### config.mk
export PLATFORM = sky130hd
export DESIGN_NAME = nearest_point_within_radius_flat
export DESIGN_NICKNAME = d
export VERILOG_FILES = /design/src/rtl/npwr_pkg.sv /design/src/rtl/npwr_if.sv /design/src/rtl/npwr_ctrl.sv /design/src/rtl/npwr_dp.sv /design/src/rtl/nearest_point_within_radius.sv /design/src/flat_wrapper.sv
export SDC_FILE = /design/constraint.sdc
export NUM_CORES = 2
export LEC_CHECK = 0
export BUFFER_PORTS_ARGS = -buffer_cell sky130_fd_sc_hd__buf_2
export CORE_MARGIN = 5
export CORE_UTILIZATION = 32
export CTS_BUF_LIST = sky130_fd_sc_hd__clkbuf_8
export DETAILED_ROUTE_END_ITERATION = 8
export PLACE_DENSITY = 0.52
export SKIP_CTS_REPAIR_TIMING = 1
export SYNTH_ARGS = -nofsm -noshare
export SYNTH_HDL_FRONTEND = slang
export SYNTH_SLANG_ARGS = --single-unit
### constraint.sdc
create_clock -name clk -period 13.4 [get_ports clk]
set_input_delay 0 -clock clk [delete_from_list [all_inputs] [get_ports clk]]
set_output_delay 0 -clock clk [all_outputs]
set_load 0.01 [all_outputs]
### src/rtl/npwr_pkg.sv
`timescale 1ns / 1ps

package npwr_pkg;

	localparam int MAX_POINTS = 64;
	localparam int COORD_BITS = 16;
	localparam int PTR_W      = $clog2(MAX_POINTS);
	localparam int CNT_W      = $clog2(MAX_POINTS + 1);
	localparam int SKIP_W     = 7;
	localparam int COUNT_W    = 7;
	localparam int RADIUS_W   = 16;
	localparam int R2_W       = 2 * RADIUS_W;
	localparam int ABS_W      = COORD_BITS + 1;
	localparam int SQ_W       = 2 * ABS_W;
	localparam int DIST_W     = 34;
	localparam int CFG_IDX_W  = 2;
	localparam int CFG_DATA_W = 16;

	localparam logic KIND_LOAD  = 1'b0;
	localparam logic KIND_QUERY = 1'b1;

	localparam logic [CFG_IDX_W-1:0] REG_RADIUS = CFG_IDX_W'(0);
	localparam logic [CFG_IDX_W-1:0] REG_COUNT  = CFG_IDX_W'(1);

	typedef struct packed {
		logic                         kind;
		logic [5:0]                   slot;
		logic signed [COORD_BITS-1:0] coord_x;
		logic signed [COORD_BITS-1:0] coord_y;
		logic signed [SKIP_W-1:0]     skip_index;
	} item_t;

	typedef struct packed {
		logic             load;
		logic             start;
		logic             issue;
		logic [PTR_W-1:0] addr;
		logic             publish;
	} cmd_t;

	typedef struct packed {
		logic [CNT_W-1:0] scan_len;
		logic             pipe_busy;
		logic             out_full;
	} sts_t;

endpackage

### src/rtl/npwr_if.sv
`timescale 1ns / 1ps

interface npwr_req_if;
	import npwr_pkg::*;
	logic                         valid;
	logic                         ready;
	logic                         kind;
	logic [5:0]                   slot;
	logic signed [COORD_BITS-1:0] coord_x;
	logic signed [COORD_BITS-1:0] coord_y;
	logic signed [SKIP_W-1:0]     skip_index;
	modport source (output valid, kind, slot, coord_x, coord_y, skip_index, input ready);
	modport sink (input valid, kind, slot, coord_x, coord_y, skip_index, output ready);
endinterface

interface npwr_rsp_if;
	import npwr_pkg::*;
	logic              valid;
	logic              ready;
	logic              found;
	logic [5:0]        nearest_index;
	logic [DIST_W-1:0] distance_sq;
	modport source (output valid, found, nearest_index, distance_sq, input ready);
	modport sink (input valid, found, nearest_index, distance_sq, output ready);
endinterface

interface npwr_cfg_if;
	import npwr_pkg::*;
	logic                  valid;
	logic                  ready;
	logic [CFG_IDX_W-1:0]  index;
	logic [CFG_DATA_W-1:0] data;
	modport source (output valid, index, data, input ready);
	modport sink (input valid, index, data, output ready);
endinterface

### src/rtl/npwr_ctrl.sv
`timescale 1ns / 1ps

module npwr_ctrl (
	input  logic          clk,
	input  logic          arst_n,
	input  logic          req_valid,
	input  logic          req_kind,
	output logic          req_ready,
	input  npwr_pkg::sts_t sts,
	output npwr_pkg::cmd_t cmd
);
	import npwr_pkg::*;

	typedef enum logic [1:0] {
		ST_IDLE,
		ST_SCAN,
		ST_DRAIN,
		ST_FINISH
	} state_t;

	state_t           state_q;
	logic [CNT_W-1:0] cnt_q;
	logic             take;

	assign req_ready = (state_q == ST_IDLE);
	assign take      = req_valid && req_ready;

	always_comb begin
		cmd.load    = take && (req_kind == KIND_LOAD);
		cmd.start   = take && (req_kind == KIND_QUERY);
		cmd.issue   = (state_q == ST_SCAN);
		cmd.addr    = cnt_q[PTR_W-1:0];
		cmd.publish = (state_q == ST_FINISH) && !sts.out_full;
	end

	always_ff @(posedge clk or negedge arst_n) begin
		if (!arst_n) begin
			state_q <= ST_IDLE;
			cnt_q   <= '0;
		end else begin
			case (state_q)
				ST_IDLE: begin
					cnt_q <= '0;
					if (take && (req_kind == KIND_QUERY)) begin
						state_q <= (sts.scan_len == '0) ? ST_DRAIN : ST_SCAN;
					end
				end
				ST_SCAN: begin
					if (cnt_q + CNT_W'(1) == sts.scan_len) begin
						state_q <= ST_DRAIN;
					end else begin
						cnt_q <= cnt_q + CNT_W'(1);
					end
				end
				ST_DRAIN: begin
					if (!sts.pipe_busy) begin
						state_q <= ST_FINISH;
					end
				end
				ST_FINISH: begin
					if (!sts.out_full) begin
						state_q <= ST_IDLE;
					end
				end
				default: begin
					state_q <= ST_IDLE;
				end
			endcase
		end
	end

endmodule

### src/rtl/npwr_dp.sv
`timescale 1ns / 1ps

module npwr_dp (
	input  logic            clk,
	input  logic            arst_n,
	input  npwr_pkg::item_t item,
	input  npwr_pkg::cmd_t  cmd,
	output npwr_pkg::sts_t  sts,
	npwr_cfg_if.sink        cfg,
	npwr_rsp_if.source      rsp
);
	import npwr_pkg::*;

	logic [2*COORD_BITS-1:0] mem [MAX_POINTS];

	logic [RADIUS_W-1:0] radius_q;
	logic [COUNT_W-1:0]  count_q;

	logic signed [COORD_BITS-1:0] qx_q, qy_q;
	logic                         skip_en_q;
	logic [PTR_W-1:0]             skip_idx_q;
	logic [R2_W-1:0]              r2_q;

	logic                    v_s1, v_s2, v_s3, v_s4;
	logic [PTR_W-1:0]        idx_s1, idx_s2, idx_s3, idx_s4;
	logic [2*COORD_BITS-1:0] pt_s1;
	logic [ABS_W-1:0]        ux_s2, uy_s2;
	logic [SQ_W-1:0]         sqx_s3, sqy_s3;
	logic [DIST_W-1:0]       d2_s4;

	logic signed [ABS_W-1:0] dx, dy;
	logic                    hit_q;
	logic [PTR_W-1:0]        best_q;
	logic [DIST_W-1:0]       best_d_q;
	logic                    better;

	assign cfg.ready = 1'b1;

	always_ff @(posedge clk or negedge arst_n) begin
		if (!arst_n) begin
			radius_q <= '0;
			count_q  <= '0;
		end else if (cfg.valid) begin
			case (cfg.index)
				REG_RADIUS: radius_q <= cfg.data[RADIUS_W-1:0];
				REG_COUNT:  count_q  <= cfg.data[COUNT_W-1:0];
				default: begin
				end
			endcase
		end
	end

	always_comb begin
		sts.scan_len  = (count_q > COUNT_W'(MAX_POINTS)) ? CNT_W'(MAX_POINTS)
			: CNT_W'(count_q);
		sts.pipe_busy = v_s1 || v_s2 || v_s3 || v_s4;
		sts.out_full  = rsp.valid;
	end

	// point table, registered read
	always_ff @(posedge clk) begin
		if (cmd.load) begin
			mem[item.slot[PTR_W-1:0]] <= {item.coord_x, item.coord_y};
		end
		pt_s1 <= mem[cmd.addr];
	end

	always_ff @(posedge clk) begin
		if (cmd.start) begin
			qx_q       <= item.coord_x;
			qy_q       <= item.coord_y;
			skip_en_q  <= !item.skip_index[SKIP_W-1];
			skip_idx_q <= item.skip_index[PTR_W-1:0];
			r2_q       <= radius_q * radius_q;
		end
	end

	assign dx = ABS_W'(qx_q) - ABS_W'($signed(pt_s1[2*COORD_BITS-1:COORD_BITS]));
	assign dy = ABS_W'(qy_q) - ABS_W'($signed(pt_s1[COORD_BITS-1:0]));

	always_ff @(posedge clk) begin
		idx_s1 <= cmd.addr;
		idx_s2 <= idx_s1;
		idx_s3 <= idx_s2;
		idx_s4 <= idx_s3;
		ux_s2  <= dx[ABS_W-1] ? ABS_W'(-dx) : ABS_W'(dx);
		uy_s2  <= dy[ABS_W-1] ? ABS_W'(-dy) : ABS_W'(dy);
		sqx_s3 <= ux_s2 * ux_s2;
		sqy_s3 <= uy_s2 * uy_s2;
		d2_s4  <= DIST_W'({1'b0, sqx_s3} + {1'b0, sqy_s3});
	end

	always_ff @(posedge clk or negedge arst_n) begin
		if (!arst_n) begin
			v_s1 <= 1'b0;
			v_s2 <= 1'b0;
			v_s3 <= 1'b0;
			v_s4 <= 1'b0;
		end else begin
			v_s1 <= cmd.issue && !(skip_en_q && (cmd.addr == skip_idx_q));
			v_s2 <= v_s1;
			v_s3 <= v_s2;
			v_s4 <= v_s3;
		end
	end

	// strict less keeps the lowest index on a tie
	assign better = v_s4 && (d2_s4 <= DIST_W'(r2_q)) && (!hit_q || (d2_s4 < best_d_q));

	always_ff @(posedge clk) begin
		if (cmd.start) begin
			hit_q    <= 1'b0;
			best_q   <= '0;
			best_d_q <= '0;
		end else if (better) begin
			hit_q    <= 1'b1;
			best_q   <= idx_s4;
			best_d_q <= d2_s4;
		end
	end

	always_ff @(posedge clk or negedge arst_n) begin
		if (!arst_n) begin
			rsp.valid <= 1'b0;
		end else if (cmd.publish) begin
			rsp.valid <= 1'b1;
		end else if (rsp.ready) begin
			rsp.valid <= 1'b0;
		end
	end

	always_ff @(posedge clk) begin
		if (cmd.publish) begin
			rsp.found         <= hit_q;
			rsp.nearest_index <= 6'(best_q);
			rsp.distance_sq   <= best_d_q;
		end
	end

endmodule

### src/rtl/nearest_point_within_radius.sv
`timescale 1ns / 1ps
// Nearest point within radius.
// req: words of kind load (write coord_x/coord_y to table entry slot) or kind
//   query (search the first point_count entries, leaving out skip_index).
// rsp: one word per query: found, nearest_index, distance_sq (squared).
// cfg: register 0 is search_radius, register 1 is point_count; ready is
//   always high, write only while the block is idle.
// A query holds req.ready low until its result is published: one table
// read per cycle over the first min(point_count, 64) entries feeds a
// four-stage distance unit (difference, square, sum, compare), then the
// pipeline drains and the result moves to the output register.
// If rsp is stalled, a finished result waits in the output register; loads
// are still taken, and a following query completes its scan and then waits
// until the previous word has been taken.
// Reset clears both registers to 0 and empties the output register. Table
// contents are undefined until loaded; queries must only read loaded entries.

module nearest_point_within_radius (
	input  logic      clk,
	input  logic      arst_n,
	npwr_req_if.sink   req,
	npwr_rsp_if.source rsp,
	npwr_cfg_if.sink   cfg
);
	import npwr_pkg::*;

	item_t item;
	cmd_t  cmd;
	sts_t  sts;

	always_comb begin
		item.kind       = req.kind;
		item.slot       = req.slot;
		item.coord_x    = req.coord_x;
		item.coord_y    = req.coord_y;
		item.skip_index = req.skip_index;
	end

	npwr_ctrl u_ctrl (
		.clk       (clk),
		.arst_n    (arst_n),
		.req_valid (req.valid),
		.req_kind  (req.kind),
		.req_ready (req.ready),
		.sts       (sts),
		.cmd       (cmd)
	);

	npwr_dp u_dp (
		.clk    (clk),
		.arst_n (arst_n),
		.item   (item),
		.cmd    (cmd),
		.sts    (sts),
		.cfg    (cfg),
		.rsp    (rsp)
	);

	a_idle_when_ready: assert property (@(posedge clk) disable iff (!arst_n)
		req.ready |-> !sts.pipe_busy && !cmd.issue)
		else $error("input taken while a scan is in flight");

	a_publish_free: assert property (@(posedge clk) disable iff (!arst_n)
		cmd.publish |-> !rsp.valid)
		else $error("result published over an untaken word");

	a_miss_zero: assert property (@(posedge clk) disable iff (!arst_n)
		$rose(rsp.valid) && !rsp.found |-> rsp.nearest_index == '0 && rsp.distance_sq == '0)
		else $error("miss word carries nonzero fields");

endmodule
### src/flat_wrapper.sv
// flat-port wrapper written by rule: the top's interface ports become plain ports
module nearest_point_within_radius_flat import npwr_pkg::*;
  (clk, arst_n, req_valid, req_kind, req_slot, req_coord_x, req_coord_y, req_skip_index, req_ready, rsp_valid, rsp_found, rsp_nearest_index, rsp_distance_sq, rsp_ready, cfg_valid, cfg_index, cfg_data, cfg_ready);
  npwr_req_if req_i ();
  npwr_rsp_if rsp_i ();
  npwr_cfg_if cfg_i ();
  input  logic clk;
  input  logic arst_n;
  input wire logic [$bits(req_i.valid)-1:0] req_valid;
  input wire logic [$bits(req_i.kind)-1:0] req_kind;
  input wire logic [$bits(req_i.slot)-1:0] req_slot;
  input wire logic [$bits(req_i.coord_x)-1:0] req_coord_x;
  input wire logic [$bits(req_i.coord_y)-1:0] req_coord_y;
  input wire logic [$bits(req_i.skip_index)-1:0] req_skip_index;
  output wire logic [$bits(req_i.ready)-1:0] req_ready;
  output wire logic [$bits(rsp_i.valid)-1:0] rsp_valid;
  output wire logic [$bits(rsp_i.found)-1:0] rsp_found;
  output wire logic [$bits(rsp_i.nearest_index)-1:0] rsp_nearest_index;
  output wire logic [$bits(rsp_i.distance_sq)-1:0] rsp_distance_sq;
  input wire logic [$bits(rsp_i.ready)-1:0] rsp_ready;
  input wire logic [$bits(cfg_i.valid)-1:0] cfg_valid;
  input wire logic [$bits(cfg_i.index)-1:0] cfg_index;
  input wire logic [$bits(cfg_i.data)-1:0] cfg_data;
  output wire logic [$bits(cfg_i.ready)-1:0] cfg_ready;
  assign req_i.valid = req_valid;
  assign req_i.kind = req_kind;
  assign req_i.slot = req_slot;
  assign req_i.coord_x = req_coord_x;
  assign req_i.coord_y = req_coord_y;
  assign req_i.skip_index = req_skip_index;
  assign req_ready = req_i.ready;
  assign rsp_valid = rsp_i.valid;
  assign rsp_found = rsp_i.found;
  assign rsp_nearest_index = rsp_i.nearest_index;
  assign rsp_distance_sq = rsp_i.distance_sq;
  assign rsp_i.ready = rsp_ready;
  assign cfg_i.valid = cfg_valid;
  assign cfg_i.index = cfg_index;
  assign cfg_i.data = cfg_data;
  assign cfg_ready = cfg_i.ready;
  nearest_point_within_radius u_core (.clk(clk), .arst_n(arst_n), .req(req_i), .rsp(rsp_i), .cfg(cfg_i));
endmodule
# Yosys cells after proc, flatten, opt, wreduce, memory -nomap -nowiden
# Memory sizes are Yosys's and may differ from the RTL's. A register that Yosys moved wholly into a read port is not among the register bits.
# Cells that the tools add are included.
totals:
  ff_bits: 350
  ram_bits: 2048
  inputBits: 69
  out_inout_bits: 44
  n_memories: 1
classes:
  n_addsub: 6
  n_mul: 3
  order_cmp: 3
  n_eq_ne: 11
  muxes: 15
  n_bitwise: 1
  n_reduce_logical: 25
memory_table:
  columns: ["memory", "depth", "width", "read_ports", "rd_ports_with_merged_regs", "wr", "line", "source"]
  rows:
  - ["u_core.u_dp.mem", 64, 32, 1, 1, 1, "npwr_dp.sv:14", "logic [2*COORD_BITS-1:0] mem [MAX_POINTS];"]
ops:
  columns: ["op", "count"]
  rows:
  - ["17-bit by 17-bit multiplier with 34-bit output", 2]
  - ["34-bit adder", 1]
  - ["34-bit by 32-bit <= comparator with 1-bit output", 1]
  - ["34-bit less-than comparator", 1]
  - ["17-bit negation", 2]
  - ["16-bit by 16-bit subtractor with 17-bit output", 2]
  - ["16-bit by 16-bit multiplier with 32-bit output", 1]
  - ["16-bit two-way mux", 2]
  - ["7-bit two-way mux", 2]
  - ["7-bit case mux with 2 select lines", 1]
  - ["2-bit two-way mux", 5]
  - ["1-bit logical AND", 8]
  - ["2-bit case mux with 4 select lines", 1]
  - ["7-bit by 1-bit adder with 7-bit output (second input constant)", 1]
  - ["7-bit equality test", 1]
  - ["7-bit > comparator (second input constant)", 1]
  - ["7-bit zero test", 1]
  - ["6-bit equality test", 1]
  - ["2-bit != test (second input constant)", 3]
  - ["2-bit AND reduction", 3]
  - ["2-bit by 1-bit equality test with 1-bit output (second input constant)", 2]
  - ["2-bit equality test (second input constant)", 2]
  - ["1-bit zero test", 4]
  - ["2-bit zero test", 2]
  - ["6 further kinds", 14]

# Longest topological paths before layout
depth:
  word_depth: 6
  mapped_depth: 25
  depth_no_buf: 24

# Cells and area by module
# From an unflattened synthesis, not the netlist that was laid out.
unflattened:
  hier_cells: 7034
  area_unflattened_um2: 117298.7
modules_own_cells:
  columns: ["module", "instances", "cells_each", "area_per_inst_um2", "seq_area_each_um2"]
  rows:
  - ["npwr_dp", 1, 6936, 116437.9, 70157.3]
  - ["npwr_ctrl", 1, 98, 860.8, 225.2]

# Least setup slack after synthesis
# OpenSTA, ideal clock, no wires.
synth_path:
  path_kind: "register to register"
  start: "register u_core.u_dp.radius_q[9]"
  end: "register u_core.u_dp.r2_q[30], data pin"
  setup_time_ns: 0.262
  arrival_ns: 6.158
  required_time_ns: 13.138
  slack_ns: 6.979
  path_stages_with_launch: 24
  path_buffers: 1
  period_less_slack_ns: 6.421
  path_cell_list: "dfrtp_1 > clkbuf_1 > nand2_1 > inv_1 > fa_1 > inv_1 > fa_1 > inv_1 > fa_1 > inv_1 > fa_1 > inv_1 > fa_1 > fa_1 > ha_1 > and4_1 > nor2b_1 > a211o_1 > a21o_1 > nor2_1 > a311oi_1 > a2111oi_0 > a21oi_1 > xor2_1"
synth_between:
  elab_chain_len: 1
synth_rtl:
  columns: ["element", "line", "source"]
  rows:
  - ["start, declared", "npwr_dp.sv:16", "logic [RADIUS_W-1:0] radius_q;"]
  - ["start signal, assigned", "npwr_dp.sv:45", "REG_RADIUS: radius_q <= cfg.data[RADIUS_W-1:0];"]
  - ["16-bit by 16-bit multiplier with 32-bit output", "npwr_dp.sv:74", "r2_q <= radius_q * radius_q;"]
  - ["end signal, assigned", "npwr_dp.sv:74", null]
  - ["end, declared", "npwr_dp.sv:22", "logic [R2_W-1:0] r2_q;"]
# Every way passes these cells.
# A chain may end at the register's enable or synchronous reset.

# Worst setup path after layout
layout_path:
  start: "register u_core.u_dp.radius_q[0]"
  end: "register u_core.u_dp.r2_q[30], data pin"
# The elaborated chain is that of the path after synthesis.

==> impl_metrics.py <==
metrics = {
    "run_status": {
        "status": "complete, no violations",
    },
    "die": {
        "die_area_um2": 377000,
        "pin_count": 113,
        "initial_core_util_pct": 32.2,
        "core_um2": 363000,
        "fp-row-count": 221,
        "die_h_um": 614,
        "die_w_um": 614,
    },
    "drt": {
        "drt_iter0_drc": 4405,
        "dr.pass1.iters": 5,
        "vias_per_cell": 4.86,
        "drc_errors": 0,
        "vias": 61215,
        "totalWireLength_um": 290000,
        "postRouteAntennaNets": 0,
        "wire_per_inst_um": 23.0,
    },
    "timing": {
        "tns_ps": 0,
        "max_freq_mhz": 143,
        "min_period_over_period_pct": 52.3,
        "finalSetupViolations": 0,
        "layout_setup_ws_ps": 6390,
        "maxSlewHeadroom_pct": 17.1,
        "tightestPinTransition_ps": 1230,
        "worst_clock_skew_ps": 127,
        "finalHoldViolations": 0,
        "slew_viol_final": 0,
        "rsz0062_at_grt": "false",
        "min_period_ps": 7010,
    },
    "synthesis": {
        "synth.most_common_cell": "edfxtp_1",
        "syn_nets": 8059,
        "synthCells": 6989,
        "synthDominantCellAreaShare_pct": 55.5,
        "ys_warn_count": 0,
        "synth.area.top_cells": "edfxtp_1 56%, mux4_2 13%, fa_1 9.4%",
        "synth_edf_count": 2159,
        "ys.flop_type": "edfxtp_1",
        "synth_area_per_cell_um2": 16.7,
        "ys_seq_elements": 2427,
        "syn-cell-area_um2": 117000,
        "async_reset_ff_share_pct": 1.52,
        "seq_area_frac_synth_pct": 60.3,
        "yosys.area.top_type": "edfxtp_1",
        "yosysUniqueCellTypes": 83,
        "ys_top_cells_by_count": "2159 x edfxtp_1, 906 x inv_1, 672 x mux4_2",
    },
    "layout": {
        "synthToLayoutAreaGrowth_pct": 13.4,
        "nets": 8535,
        "final_cells": 12588,
        "design_area_um2": 132000,
        "drive_above_1_share_pct": 19.4,
    },
    "placement": {
        "dp_cells": 11748,
        "dp_hpwl_um": 180000,
        "io_buffers": 111,
        "place_ws_ps": 6360,
        "place_area_um2": 124000,
        "place_congestion": 0.810,
    },
    "critical_path": {
        "crit_type": "reg -> reg",
        "path_cells": "clkinv_1 -> nor2_1 -> ha_1 -> inv_1 -> fa_1 -> inv_1 -> ha_1 -> fa_1 -> fa_1 -> inv_1 -> fa_1 -> inv_1 -> ha_1 -> and4_1 -> nor2b_1 -> a211o_1 -> a21o_1 -> nor2_1 -> a311oi_1 -> a2111oi_0 -> a21oi_1 -> xor2_1",
        "cp.arrival_ps": 7700,
        "cp_slowest_cell": "dfrtp_1",
        "crit_fanout": 13,
        "critPathLaunchType": "register",
        "end_kind": "register",
        "worstPathRequired_ps": 14090,
        "max_stage_delay_ps": 730,
    },
    "global_route": {
        "grt_pass1_wl_um": 432000,
        "grt_max_degree": 96,
        "track_usage_pct": 15.3,
        "antenna_found_initial": 25,
        "grt.overflow.total": 0,
        "grt_pass1_vias": 65796,
    },
    "worst_hold_path": {
        "hp-class": "in -> reg",
    },
    "clock_tree": {
        "cts_tree": "done",
        "insertion_delay_ps": 1050,
        "cts_max_level": 5,
        "path_clk_slew_ps": 60,
        "cts_buffers": 397,
        "cts_max_path_buffers": 4,
        "clock_sinks": 2427,
        "cts_root_buf": "clkbuf_8",
    },
    "job": {
        "drv_cap": 0,
    },
}
## cell families after synthesis
logic type / Yosys count / share of synthesized area (%)
buf+inv: 1151 / 3.77
fa+ha+maj: 1001 / 14.2
other cells: 1 / 0.00321
mux: 737 / 13.5
compound gates: 462 / 2.58
simple gates: 1013 / 4.09
flops: 2427 / 60.3
xor+xnor: 197 / 1.48
## sequential cells by signal, indices dropped and copies added (netlist names), 17 cells and up
name / cells
u_core.u_dp.pt_s1: 32
u_core.u_dp.best_d_q: 34
u_core.u_dp.uy_s2: 17
u_core.u_dp.ux_s2: 17
u_core.u_dp.r2_q: 31
u_core.u_dp.d2_s4: 34
u_core.u_dp.sqx_s3: 33
u_core.u_dp.mem: 2048
u_core.u_dp.sqy_s3: 33
u_core.u_dp.rsp.distance_sq: 34
## worst paths after layout
check	end	from	slack, ps	depth (start not counted)
setup reg to reg	u_core.u_dp.r2_q[30]	u_core.u_dp.radius_q[0]	6390	22
max in group asynchronous	u_core.u_dp.rsp.valid	arst_n	12950	4
hold / removal	u_core.u_dp.best_d_q[13]	req_valid	80	5
setup / recovery	u_core.u_dp.r2_q[30]	u_core.u_dp.radius_q[0]	6390	22
min in group asynchronous	u_core.u_dp.count_q[0]	arst_n	160	4
hold reg to reg	u_core.u_dp.idx_s2[0]	u_core.u_dp.idx_s1[0]	330	0
## worst max-delay path, delay by kind of cell, from the launching register on
kind | cells | cell delay (ps)
buffers and inverters | 5 | 770
AOI/OAI and AO/OA | 5 | 1370
xor gates and xnor gates | 1 | 180
adders and majority gates | 7 | 2700
DFF | 1 | 730
and+or+nand+nor | 4 | 960
## metal layers
layer  vias up  track usage [%]  share of wire [%]
met5         -                0                  0
met4         0             3.38                1.9
met2      1391             26.4                 50
met3       394             2.06                4.4
met1     32660             20.7                 44
li1      26770                -                  -
## metrics by stage
step,hold slack [ps],utilization (%)
after floorplan,-296,-
after global placement,184,34.1
after detailed placement,181,34.1
after CTS,-948,36.2
after global routing,44.7,36.5
final,77.3,36.5
## final cells by class
cell class	count	area, um2
Sequential cell	2427	70400
Fill cell	34322	230000
Antenna cell	9	22.5
Tap cell	4794	6000
Multi-Input combinational cell	3411	42500
Inverter	907	3410
Clock buffer	429	5900
Timing Repair Buffer	321	2490
Clock inverter	290	1650
## layout by cell type (no fill, tap or decap), drive strengths merged, types with 45 or more instances in the layout
cell	Yosys	routed
dfxtp	231	231
nor2	224	224
and2	147	147
o21ai	83	83
a21oi	132	132
buf	74	210
clkbuf	170	429
inv	906	1068
fa	546	546
mux2i	45	45
a21o	90	90
mux4	672	672
dlygate4sd3	0	111
xnor2	138	138
edfxtp	2159	2159
ha	455	455
xor2	59	59
nand2	397	397
clkinv	1	111
Power is not shown: default switching activity piles up to over one toggle a cycle in this logic, so the estimate is an artifact.
